[src/hw/rtl/sensor_frame_receiver_unit_macros.svh]
// ---------------------------------------------------------------------------
// Assertion macros for the sensor frame receiver
// Shared same-cycle-implication and next-cycle-implication property wrappers.
// ---------------------------------------------------------------------------
`ifndef SENSOR_FRAME_RECEIVER_UNIT_MACROS_SVH
`define SENSOR_FRAME_RECEIVER_UNIT_MACROS_SVH

// Same-cycle implication, disabled during reset.
`define SFR_ASSERT_IMPL(label, clk, rst, ante, cons) \
   label: assert property (@(posedge clk) disable iff (rst) (ante) |-> (cons)) \
      else $error("sfr assertion failed");

// Next-cycle implication, disabled during reset.
`define SFR_ASSERT_NEXT(label, clk, rst, ante, cons) \
   label: assert property (@(posedge clk) disable iff (rst) (ante) |=> (cons)) \
      else $error("sfr assertion failed");

`endif

[src/hw/rtl/sfr_pkg.sv]
// ---------------------------------------------------------------------------
// Sensor frame receiver package
// Header codes, frame lengths, register indexes and shared types.
// ---------------------------------------------------------------------------
package sfr_pkg;

   localparam logic [7:0] HDR_UPLOAD = 8'h42;
   localparam logic [7:0] HDR_QUERY  = 8'hFF;

   // Frame lengths, one bit wider than the index so 32 fits
   localparam logic [5:0] LEN_UPLOAD_SHORT = 6'd24;
   localparam logic [5:0] LEN_UPLOAD_LONG  = 6'd32;
   localparam logic [5:0] LEN_QUERY        = 6'd9;

   // Register indexes (byte address bit 2)
   localparam logic CSR_OP_MODE      = 1'b0;
   localparam logic CSR_SENSOR_MODEL = 1'b1;

   typedef enum logic {
      MODE_UPLOAD = 1'b0,
      MODE_QUERY  = 1'b1
   } op_mode_type;

   typedef enum logic {
      MODEL_SHORT = 1'b0,
      MODEL_LONG  = 1'b1
   } sensor_model_type;

   // Per-byte decision handed from the frame tracker to the output stage
   typedef struct packed {
      logic       emit;
      logic [4:0] byte_index;
      logic       frame_end;
      logic       frame_ok;
   } sfr_result_type;

endpackage

[src/hw/rtl/sfr_frame_tracker.sv]
// ---------------------------------------------------------------------------
// Sensor frame receiver frame tracker
// Header hunt, byte counting and checksum check, one byte per cycle on step.
// ---------------------------------------------------------------------------
module sfr_frame_tracker (
   input  logic                      clock,
   input  logic                      reset,
   input  logic                      clear,
   input  logic                      step,
   input  logic [7:0]                rx_byte,
   input  sfr_pkg::op_mode_type      op_mode,
   input  sfr_pkg::sensor_model_type sensor_model,
   output sfr_pkg::sfr_result_type   res
);

`include "sensor_frame_receiver_unit_macros.svh"

   logic        in_frame_ff,   in_frame_in;
   logic [4:0]  byte_count_ff, byte_count_in;
   logic [15:0] sum_ff,        sum_in;
   logic [7:0]  held_hi_ff,    held_hi_in;

   logic        is_query;
   logic [7:0]  hdr;
   logic [5:0]  len;
   logic [4:0]  idx;
   logic [5:0]  idx_p1;
   logic [5:0]  idx_p2;
   logic [15:0] sum_cur;
   logic [7:0]  held_cur;
   logic [7:0]  sum8_next;
   logic [7:0]  neg8;
   logic        hit;
   logic        done;
   logic        ok;
   logic [15:0] sum_next;
   logic [7:0]  held_next;

   always_comb begin
      is_query = (op_mode == sfr_pkg::MODE_QUERY);
      hdr      = is_query ? sfr_pkg::HDR_QUERY : sfr_pkg::HDR_UPLOAD;
      if (is_query) begin
         len = sfr_pkg::LEN_QUERY;
      end else if (sensor_model == sfr_pkg::MODEL_LONG) begin
         len = sfr_pkg::LEN_UPLOAD_LONG;
      end else begin
         len = sfr_pkg::LEN_UPLOAD_SHORT;
      end

      // a header byte starts from a cleared frame
      hit      = in_frame_ff || (rx_byte == hdr);
      idx      = in_frame_ff ? byte_count_ff : 5'd0;
      sum_cur  = in_frame_ff ? sum_ff : 16'd0;
      held_cur = in_frame_ff ? held_hi_ff : 8'd0;
      idx_p1   = {1'b0, idx} + 6'd1;
      idx_p2   = {1'b0, idx} + 6'd2;

      sum8_next = sum_cur[7:0] + rx_byte;
      neg8      = 8'd0 - sum_cur[7:0];

      done      = 1'b0;
      ok        = 1'b0;
      sum_next  = sum_cur;
      held_next = held_cur;

      if (!is_query) begin
         if (idx_p2 < len) begin
            sum_next = sum_cur + {8'd0, rx_byte};
         end else if (idx_p2 == len) begin
            held_next = rx_byte;
         end else begin
            done = 1'b1;
            ok   = (sum_cur == {held_cur, rx_byte});
         end
      end else begin
         if ((idx != 5'd0) && (idx_p1 < len)) begin
            sum_next = {8'd0, sum8_next};
         end else if (idx_p1 >= len) begin
            done = 1'b1;
            ok   = (neg8 == rx_byte);
         end
      end

      res.emit       = hit;
      res.byte_index = idx;
      res.frame_end  = done;
      res.frame_ok   = done && ok;
   end

   always_comb begin
      in_frame_in   = in_frame_ff;
      byte_count_in = byte_count_ff;
      sum_in        = sum_ff;
      held_hi_in    = held_hi_ff;
      if (clear) begin
         in_frame_in   = 1'b0;
         byte_count_in = 5'd0;
         sum_in        = 16'd0;
         held_hi_in    = 8'd0;
      end else if (step && hit) begin
         if (done) begin
            in_frame_in   = 1'b0;
            byte_count_in = 5'd0;
            sum_in        = 16'd0;
            held_hi_in    = 8'd0;
         end else begin
            in_frame_in   = 1'b1;
            byte_count_in = idx + 5'd1;
            sum_in        = sum_next;
            held_hi_in    = held_next;
         end
      end
   end

   always_ff @(posedge clock) begin
      if (reset) begin
         in_frame_ff   <= 1'b0;
         byte_count_ff <= 5'd0;
         sum_ff        <= 16'd0;
         held_hi_ff    <= 8'd0;
      end else begin
         in_frame_ff   <= in_frame_in;
         byte_count_ff <= byte_count_in;
         sum_ff        <= sum_in;
         held_hi_ff    <= held_hi_in;
      end
   end

   `SFR_ASSERT_NEXT(a_end_returns_to_hunt, clock, reset, step && res.emit && res.frame_end, !in_frame_ff)
   `SFR_ASSERT_NEXT(a_drop_stays_hunting, clock, reset, step && !res.emit, !in_frame_ff)
   `SFR_ASSERT_IMPL(a_end_on_last_index, clock, reset, res.emit && res.frame_end, idx_p1 == len)
   `SFR_ASSERT_IMPL(a_ok_only_at_end, clock, reset, res.frame_ok, res.frame_end)

endmodule

[src/hw/rtl/sensor_frame_receiver_unit.sv]
// ---------------------------------------------------------------------------
// Sensor frame receiver unit
// Hunts for the frame header of the selected mode, tags each frame byte with
// its index and flags the last byte with the checksum result.
// ---------------------------------------------------------------------------
//
//   channel  direction  handshake                 payload
//   req_     in         req_valid / req_stall     req_rx_byte
//   rsp_     out        rsp_valid / rsp_stall     rsp_byte_index, rsp_data_byte,
//                                                 rsp_frame_end, rsp_frame_ok
//   csr_     in/out     APB write/read            op_mode (0x0), sensor_model (0x4)
//
// One item per cycle sustained while rsp_stall is low; an accepted item lands in
// the input register, then the result register, and shows on rsp_ from there.
// The rate is set by the single tracker pass between the two registers.
// Reset is synchronous: back to hunting, both registers come up empty.
// A stalled result holds; the input register still advances bytes that are
// dropped while hunting, and stalls req_ only when a result has nowhere to go.
// ---------------------------------------------------------------------------
module sensor_frame_receiver_unit (
   input  logic        clock,
   input  logic        reset,
   // input channel
   input  logic        req_valid,
   output logic        req_stall,
   input  logic [7:0]  req_rx_byte,
   // result channel
   output logic        rsp_valid,
   input  logic        rsp_stall,
   output logic [4:0]  rsp_byte_index,
   output logic [7:0]  rsp_data_byte,
   output logic        rsp_frame_end,
   output logic        rsp_frame_ok,
   // configuration port
   input  logic        csr_psel,
   input  logic        csr_penable,
   input  logic        csr_pwrite,
   input  logic [2:0]  csr_paddr,
   input  logic [31:0] csr_pwdata,
   output logic [31:0] csr_prdata,
   output logic        csr_pready
);

   // configuration registers
   sfr_pkg::op_mode_type      op_mode_ff,      op_mode_in;
   sfr_pkg::sensor_model_type sensor_model_ff, sensor_model_in;

   // input register
   logic       in_valid_ff, in_valid_in;
   logic [7:0] in_byte_ff,  in_byte_in;

   // result register
   logic       out_valid_ff, out_valid_in;
   logic [4:0] out_index_ff, out_index_in;
   logic [7:0] out_data_ff,  out_data_in;
   logic       out_end_ff,   out_end_in;
   logic       out_ok_ff,    out_ok_in;

   logic                    csr_write;
   logic                    out_free;
   logic                    advance;
   logic                    req_accept;
   sfr_pkg::sfr_result_type res;

   // -- configuration port --------------------------------------------------
   assign csr_pready = 1'b1;
   assign csr_write  = csr_psel && csr_penable && csr_pwrite && csr_pready;

   always_comb begin
      op_mode_in      = op_mode_ff;
      sensor_model_in = sensor_model_ff;
      if (csr_write) begin
         case (csr_paddr[2])
            sfr_pkg::CSR_OP_MODE: begin
               op_mode_in = sfr_pkg::op_mode_type'(csr_pwdata[0]);
            end
            sfr_pkg::CSR_SENSOR_MODEL: begin
               sensor_model_in = sfr_pkg::sensor_model_type'(csr_pwdata[0]);
            end
            default: begin
               op_mode_in = op_mode_ff;
            end
         endcase
      end
   end

   always_comb begin
      case (csr_paddr[2])
         sfr_pkg::CSR_OP_MODE:      csr_prdata = {31'd0, op_mode_ff};
         sfr_pkg::CSR_SENSOR_MODEL: csr_prdata = {31'd0, sensor_model_ff};
         default:                   csr_prdata = 32'd0;
      endcase
   end

   // -- flow control ----------------------------------------------------------
   // Result slot is free when empty or being taken this cycle.
   assign out_free   = !out_valid_ff || !rsp_stall;
   // Dropped bytes never need the result slot.
   assign advance    = in_valid_ff && (!res.emit || out_free);
   assign req_stall  = in_valid_ff && !advance;
   assign req_accept = req_valid && !req_stall;

   always_comb begin
      in_valid_in = in_valid_ff;
      in_byte_in  = in_byte_ff;
      if (req_accept) begin
         in_valid_in = 1'b1;
         in_byte_in  = req_rx_byte;
      end else if (advance) begin
         in_valid_in = 1'b0;
      end
   end

   // -- frame tracking --------------------------------------------------------
   // Any register write abandons the frame in progress.
   sfr_frame_tracker u_tracker (
      .clock        (clock),
      .reset        (reset),
      .clear        (csr_write),
      .step         (advance),
      .rx_byte      (in_byte_ff),
      .op_mode      (op_mode_ff),
      .sensor_model (sensor_model_ff),
      .res          (res)
   );

   // -- result register -------------------------------------------------------
   always_comb begin
      out_valid_in = rsp_stall ? out_valid_ff : 1'b0;
      out_index_in = out_index_ff;
      out_data_in  = out_data_ff;
      out_end_in   = out_end_ff;
      out_ok_in    = out_ok_ff;
      if (advance && res.emit) begin
         out_valid_in = 1'b1;
         out_index_in = res.byte_index;
         out_data_in  = in_byte_ff;
         out_end_in   = res.frame_end;
         out_ok_in    = res.frame_ok;
      end
   end

   always_ff @(posedge clock) begin
      if (reset) begin
         op_mode_ff      <= sfr_pkg::MODE_UPLOAD;
         sensor_model_ff <= sfr_pkg::MODEL_SHORT;
         in_valid_ff     <= 1'b0;
         out_valid_ff    <= 1'b0;
      end else begin
         op_mode_ff      <= op_mode_in;
         sensor_model_ff <= sensor_model_in;
         in_valid_ff     <= in_valid_in;
         out_valid_ff    <= out_valid_in;
      end
   end

   // payload registers, no reset needed
   always_ff @(posedge clock) begin
      in_byte_ff   <= in_byte_in;
      out_index_ff <= out_index_in;
      out_data_ff  <= out_data_in;
      out_end_ff   <= out_end_in;
      out_ok_ff    <= out_ok_in;
   end

   assign rsp_valid      = out_valid_ff;
   assign rsp_byte_index = out_index_ff;
   assign rsp_data_byte  = out_data_ff;
   assign rsp_frame_end  = out_end_ff;
   assign rsp_frame_ok   = out_ok_ff;

endmodule
[config.mk]
export PLATFORM = sky130hd
export DESIGN_NAME = sensor_frame_receiver_unit
export DESIGN_NICKNAME = d
export VERILOG_FILES = /design/src/hw/rtl/sfr_pkg.sv /design/src/hw/rtl/sfr_frame_tracker.sv /design/src/hw/rtl/sensor_frame_receiver_unit.sv
export VERILOG_INCLUDE_DIRS = /design/src /design/src/hw/rtl
export SDC_FILE = /design/constraint.sdc
export NUM_CORES = 1
export LEC_CHECK = 0
export BUFFER_PORTS_ARGS = -buffer_cell sky130_fd_sc_hd__buf_4
export CAP_MARGIN = 20
export CORE_ASPECT_RATIO = 1.2
export CORE_MARGIN = 3
export CORE_UTILIZATION = 48
export CTS_CLUSTER_SIZE = 28
export DETAILED_ROUTE_END_ITERATION = 6
export PLACE_DENSITY = 0.84
export SLEW_MARGIN = 20
export SYNTH_ARGS = -nofsm -noshare
export SYNTH_HDL_FRONTEND = slang
export SYNTH_SLANG_ARGS = --single-unit
export TNS_END_PERCENT = 20
[constraint.sdc]
create_clock -name clock -period 3.31 [get_ports clock]
set_input_delay 0.1655 -clock clock [delete_from_list [all_inputs] [get_ports clock]]
set_output_delay 0.1655 -clock clock [all_outputs]
set_load 0.01 [all_outputs]
==> results.ini <==
[run_status]
status = completed

[sta]
rsz0062_at_grt = true
skew_ps = 17.2
setup_tns_ps = 0
setup_violations = 0
slew_viol_final = 0
fmax_mhz = 320
worst-slew-pin-transition_ps = 728
period_share = 0.944
finalCriticalPeriod_ps = 3120
hold_viol = 0
relSlewSlack = 0.513
whs_ps = 19.4

[placement]
placed_area_um2 = 3940
hpwlAfterDp_mm = 6.01
placed_cells = 509
gp_congestion = 0.910
portBuffers = 34

[grt]
grt_pass1_vias = 2934
grt_max_degree = 32
grt_use_total = 0.205
grt_pass1_wl_mm = 14.1
grt_remaining_overflow = 0
antenna_found_initial = 0

[pwr]
ir_drop_mv = 0.359
p_per_area_nw_per_um2 = 380
power_uw = 1620
leakage_uw = 0.00182

[logic_synthesis]
yosysSeqAreaShare = 0.374
synth_top_cell_area_share = 0.189
avgSynthCellArea_um2 = 9.49
synth_cells = 386
synth.area.top_cells = edfxtp_1 19%, dfxtp_1 19%, ha_1 6.8%
synthFlopType = dfxtp_1
synth_top_area_cell = edfxtp_1
ys_ff_latch = 57
yosysWarningCount = 0
ys_types = 65
synth_edf_count = 23
synthArstFlopShare = 0
syn_area_um2 = 3660

[finish]
stdcell_count = 535
nNetsFinal = 511
final_common_cell = buf_4
design_area_um2 = 4260
n_antenna_cell = 0
syn_to_final_growth_pct = 16.3
final_cell_mix = 46 x buf_4, 34 x dfxtp_1, 32 x conb_1
drive_gt1_frac = 0.169

[setup_path]
critPathKind = reg2reg
crit_family = compound AO/OA/AOI/OAI gates
crit_path_max_fanout = 8
cp_common_cell = ha_1
start_kind = register
worst-path-buf-inv = 1
endpoint_kind = register
arrival_ps = 3400
cpPeakStageDelay_ps = 470
cp_slowest_cell = dfxtp_1
crit_chain = nand2_1 -> inv_1 -> ha_1 -> nand3_1 -> xnor2_1 -> ha_1 -> a21o_1 -> a21oi_1 -> o221a_2 -> nand4_1 -> o21ai_2 -> a22o_1
required_ps = 3590

[floorplan]
ios = 100
initial_utilization = 0.501
fp.dieW_um = 85.8
fp.dieH_um = 102
core_um2 = 7320
rows = 34
fp.dieArea_um2 = 8720

[drt]
dr.pass1.iters = 4
drt_iter0_markers = 168
via_per_inst = 5.73
wirelength_mm = 8.47
route.vias.total = 3068
post_drt_wl_per_cell_um = 15.8
route.detailed.drc = 0
ant_nets = 0

[clock_tree]
worstSkewPairLatency_ps = 340
root_buffer = clkbuf_8
cts-buffers-inserted = 9
clock-sinks = 57
cts_resized = 0
clk_pin_slew_ps = 70
htreeDepth = 3
cts_tree = built
cts_buffer_depth = 2

[min_path]
hold_class = in2reg

[job]
cap_viol_max_count = 0

power by group:
part | total, uW | internal, uW | switching [uW]
registers | 760 | 739 | 20.2
logic | 115 | 46.0 | 69.1
clock network | 745 | 430 | 315
total | 1620 | 1220 | 404
sequential cells by signal (all words and copies together), names as in the netlist:
| signal | count |
|---|---|
| u_tracker.in_frame_ff | 1 |
| sensor_model_ff | 1 |
| u_tracker.held_hi_ff | 8 |
| rsp_data_byte | 8 |
| u_tracker.byte_count_ff | 5 |
| rsp_frame_ok | 1 |
| rsp_frame_end | 1 |
| u_tracker.sum_ff | 16 |
| in_valid_ff | 1 |
| rsp_valid | 1 |
| in_byte_ff | 8 |
| rsp_byte_index | 5 |
| op_mode_ff | 1 |
layer usage:
| layer | GRT usage | vias to the layer above | part of all wire |
|---|---|---|---|
| met3 | 0.0496 | 23 | 0.066 |
| met4 | 0.0926 | 0 | 0.031 |
| met1 | 0.249 | 1446 | 0.41 |
| met5 | 0 | - | 0 |
| li1 | - | 1476 | - |
| met2 | 0.345 | 123 | 0.49 |
logic make-up (layout without fill, tap and decap cells):
logic type               after synthesis  in the layout  share of synthesized area
adder cells (fa/ha/maj)               21             21                     0.0738
multiplexers                           1              1                    0.00273
XOR/XNOR                              29             29                     0.0693
AND/OR/NAND/NOR                      114            114                      0.168
other                                  2             32                    0.00205
buffers and inverters                 58             87                     0.0943
flip-flops                            57             57                      0.374
AO/OA/AOI/OAI                        104            104                      0.216
layout make-up:
type | count | area (um^2)
fill | 622 | 3060
multi-input combinational | 301 | 2060
sequential | 57 | 1370
timing repair buffer | 54 | 425
clock buffer | 9 | 124
tap | 90 | 113
clock inverter | 7 | 103
inverter | 17 | 63.8
final timing paths:
check                                                   startpoint                               end  slack [ps]  depth (start not counted)
worst max register to register  u_tracker.in_frame_ff$_SDFFE_PP0P_  u_tracker.sum_ff[4]$_SDFFE_PP0P_         190                         12
worst min register to register    u_tracker.sum_ff[5]$_SDFFE_PP0P_  u_tracker.sum_ff[5]$_SDFFE_PP0P_         480                          1
worst max-delay path            u_tracker.in_frame_ff$_SDFFE_PP0P_  u_tracker.sum_ff[4]$_SDFFE_PP0P_         190                         12
worst min-delay path                                         reset            rsp_valid$_SDFFE_PP0P_          20                          2
worst register-to-register path: stages, from the launching register on:
cell     delay [ps]
dfxtp_1         470
nand2_1         110
inv_1           110
ha_1            180
nand3_1          90
xnor2_1         250
ha_1            310
a21o_1          200
a21oi_1         220
o221a_2         340
nand4_1         180
o21ai_2         400
a22o_1          210
timing repair:
item                                    in CTS  in global routing
hold buffers                                 8                  0
hold endpoints to repair                     8                  0
endpoints found under the setup margin       0                 11
buffers inserted                             0                  2
cell usage after synthesis (8+ instances only):
cell type and count:
nor2_1 12, nand2_1 31, edfxtp_1 23, a22o_1 16, buf_4 33, o21ai_0 13
nand3_1 14, dfxtp_1 34, ha_1 20, inv_1 17, and2_1 14, xnor2_1 21
nand4_1 10, a21oi_1 19, xor2_1 8, a21o_1 8
metrics by stage:
step,utilization,setup slack [ps]
floorplan,-,28.1
global placement,0.538,232
detailed placement,0.538,210
CTS,0.580,178
global route,0.582,-24.0
finish,0.582,185
Note: power is estimated with default switching activity, not from simulation.
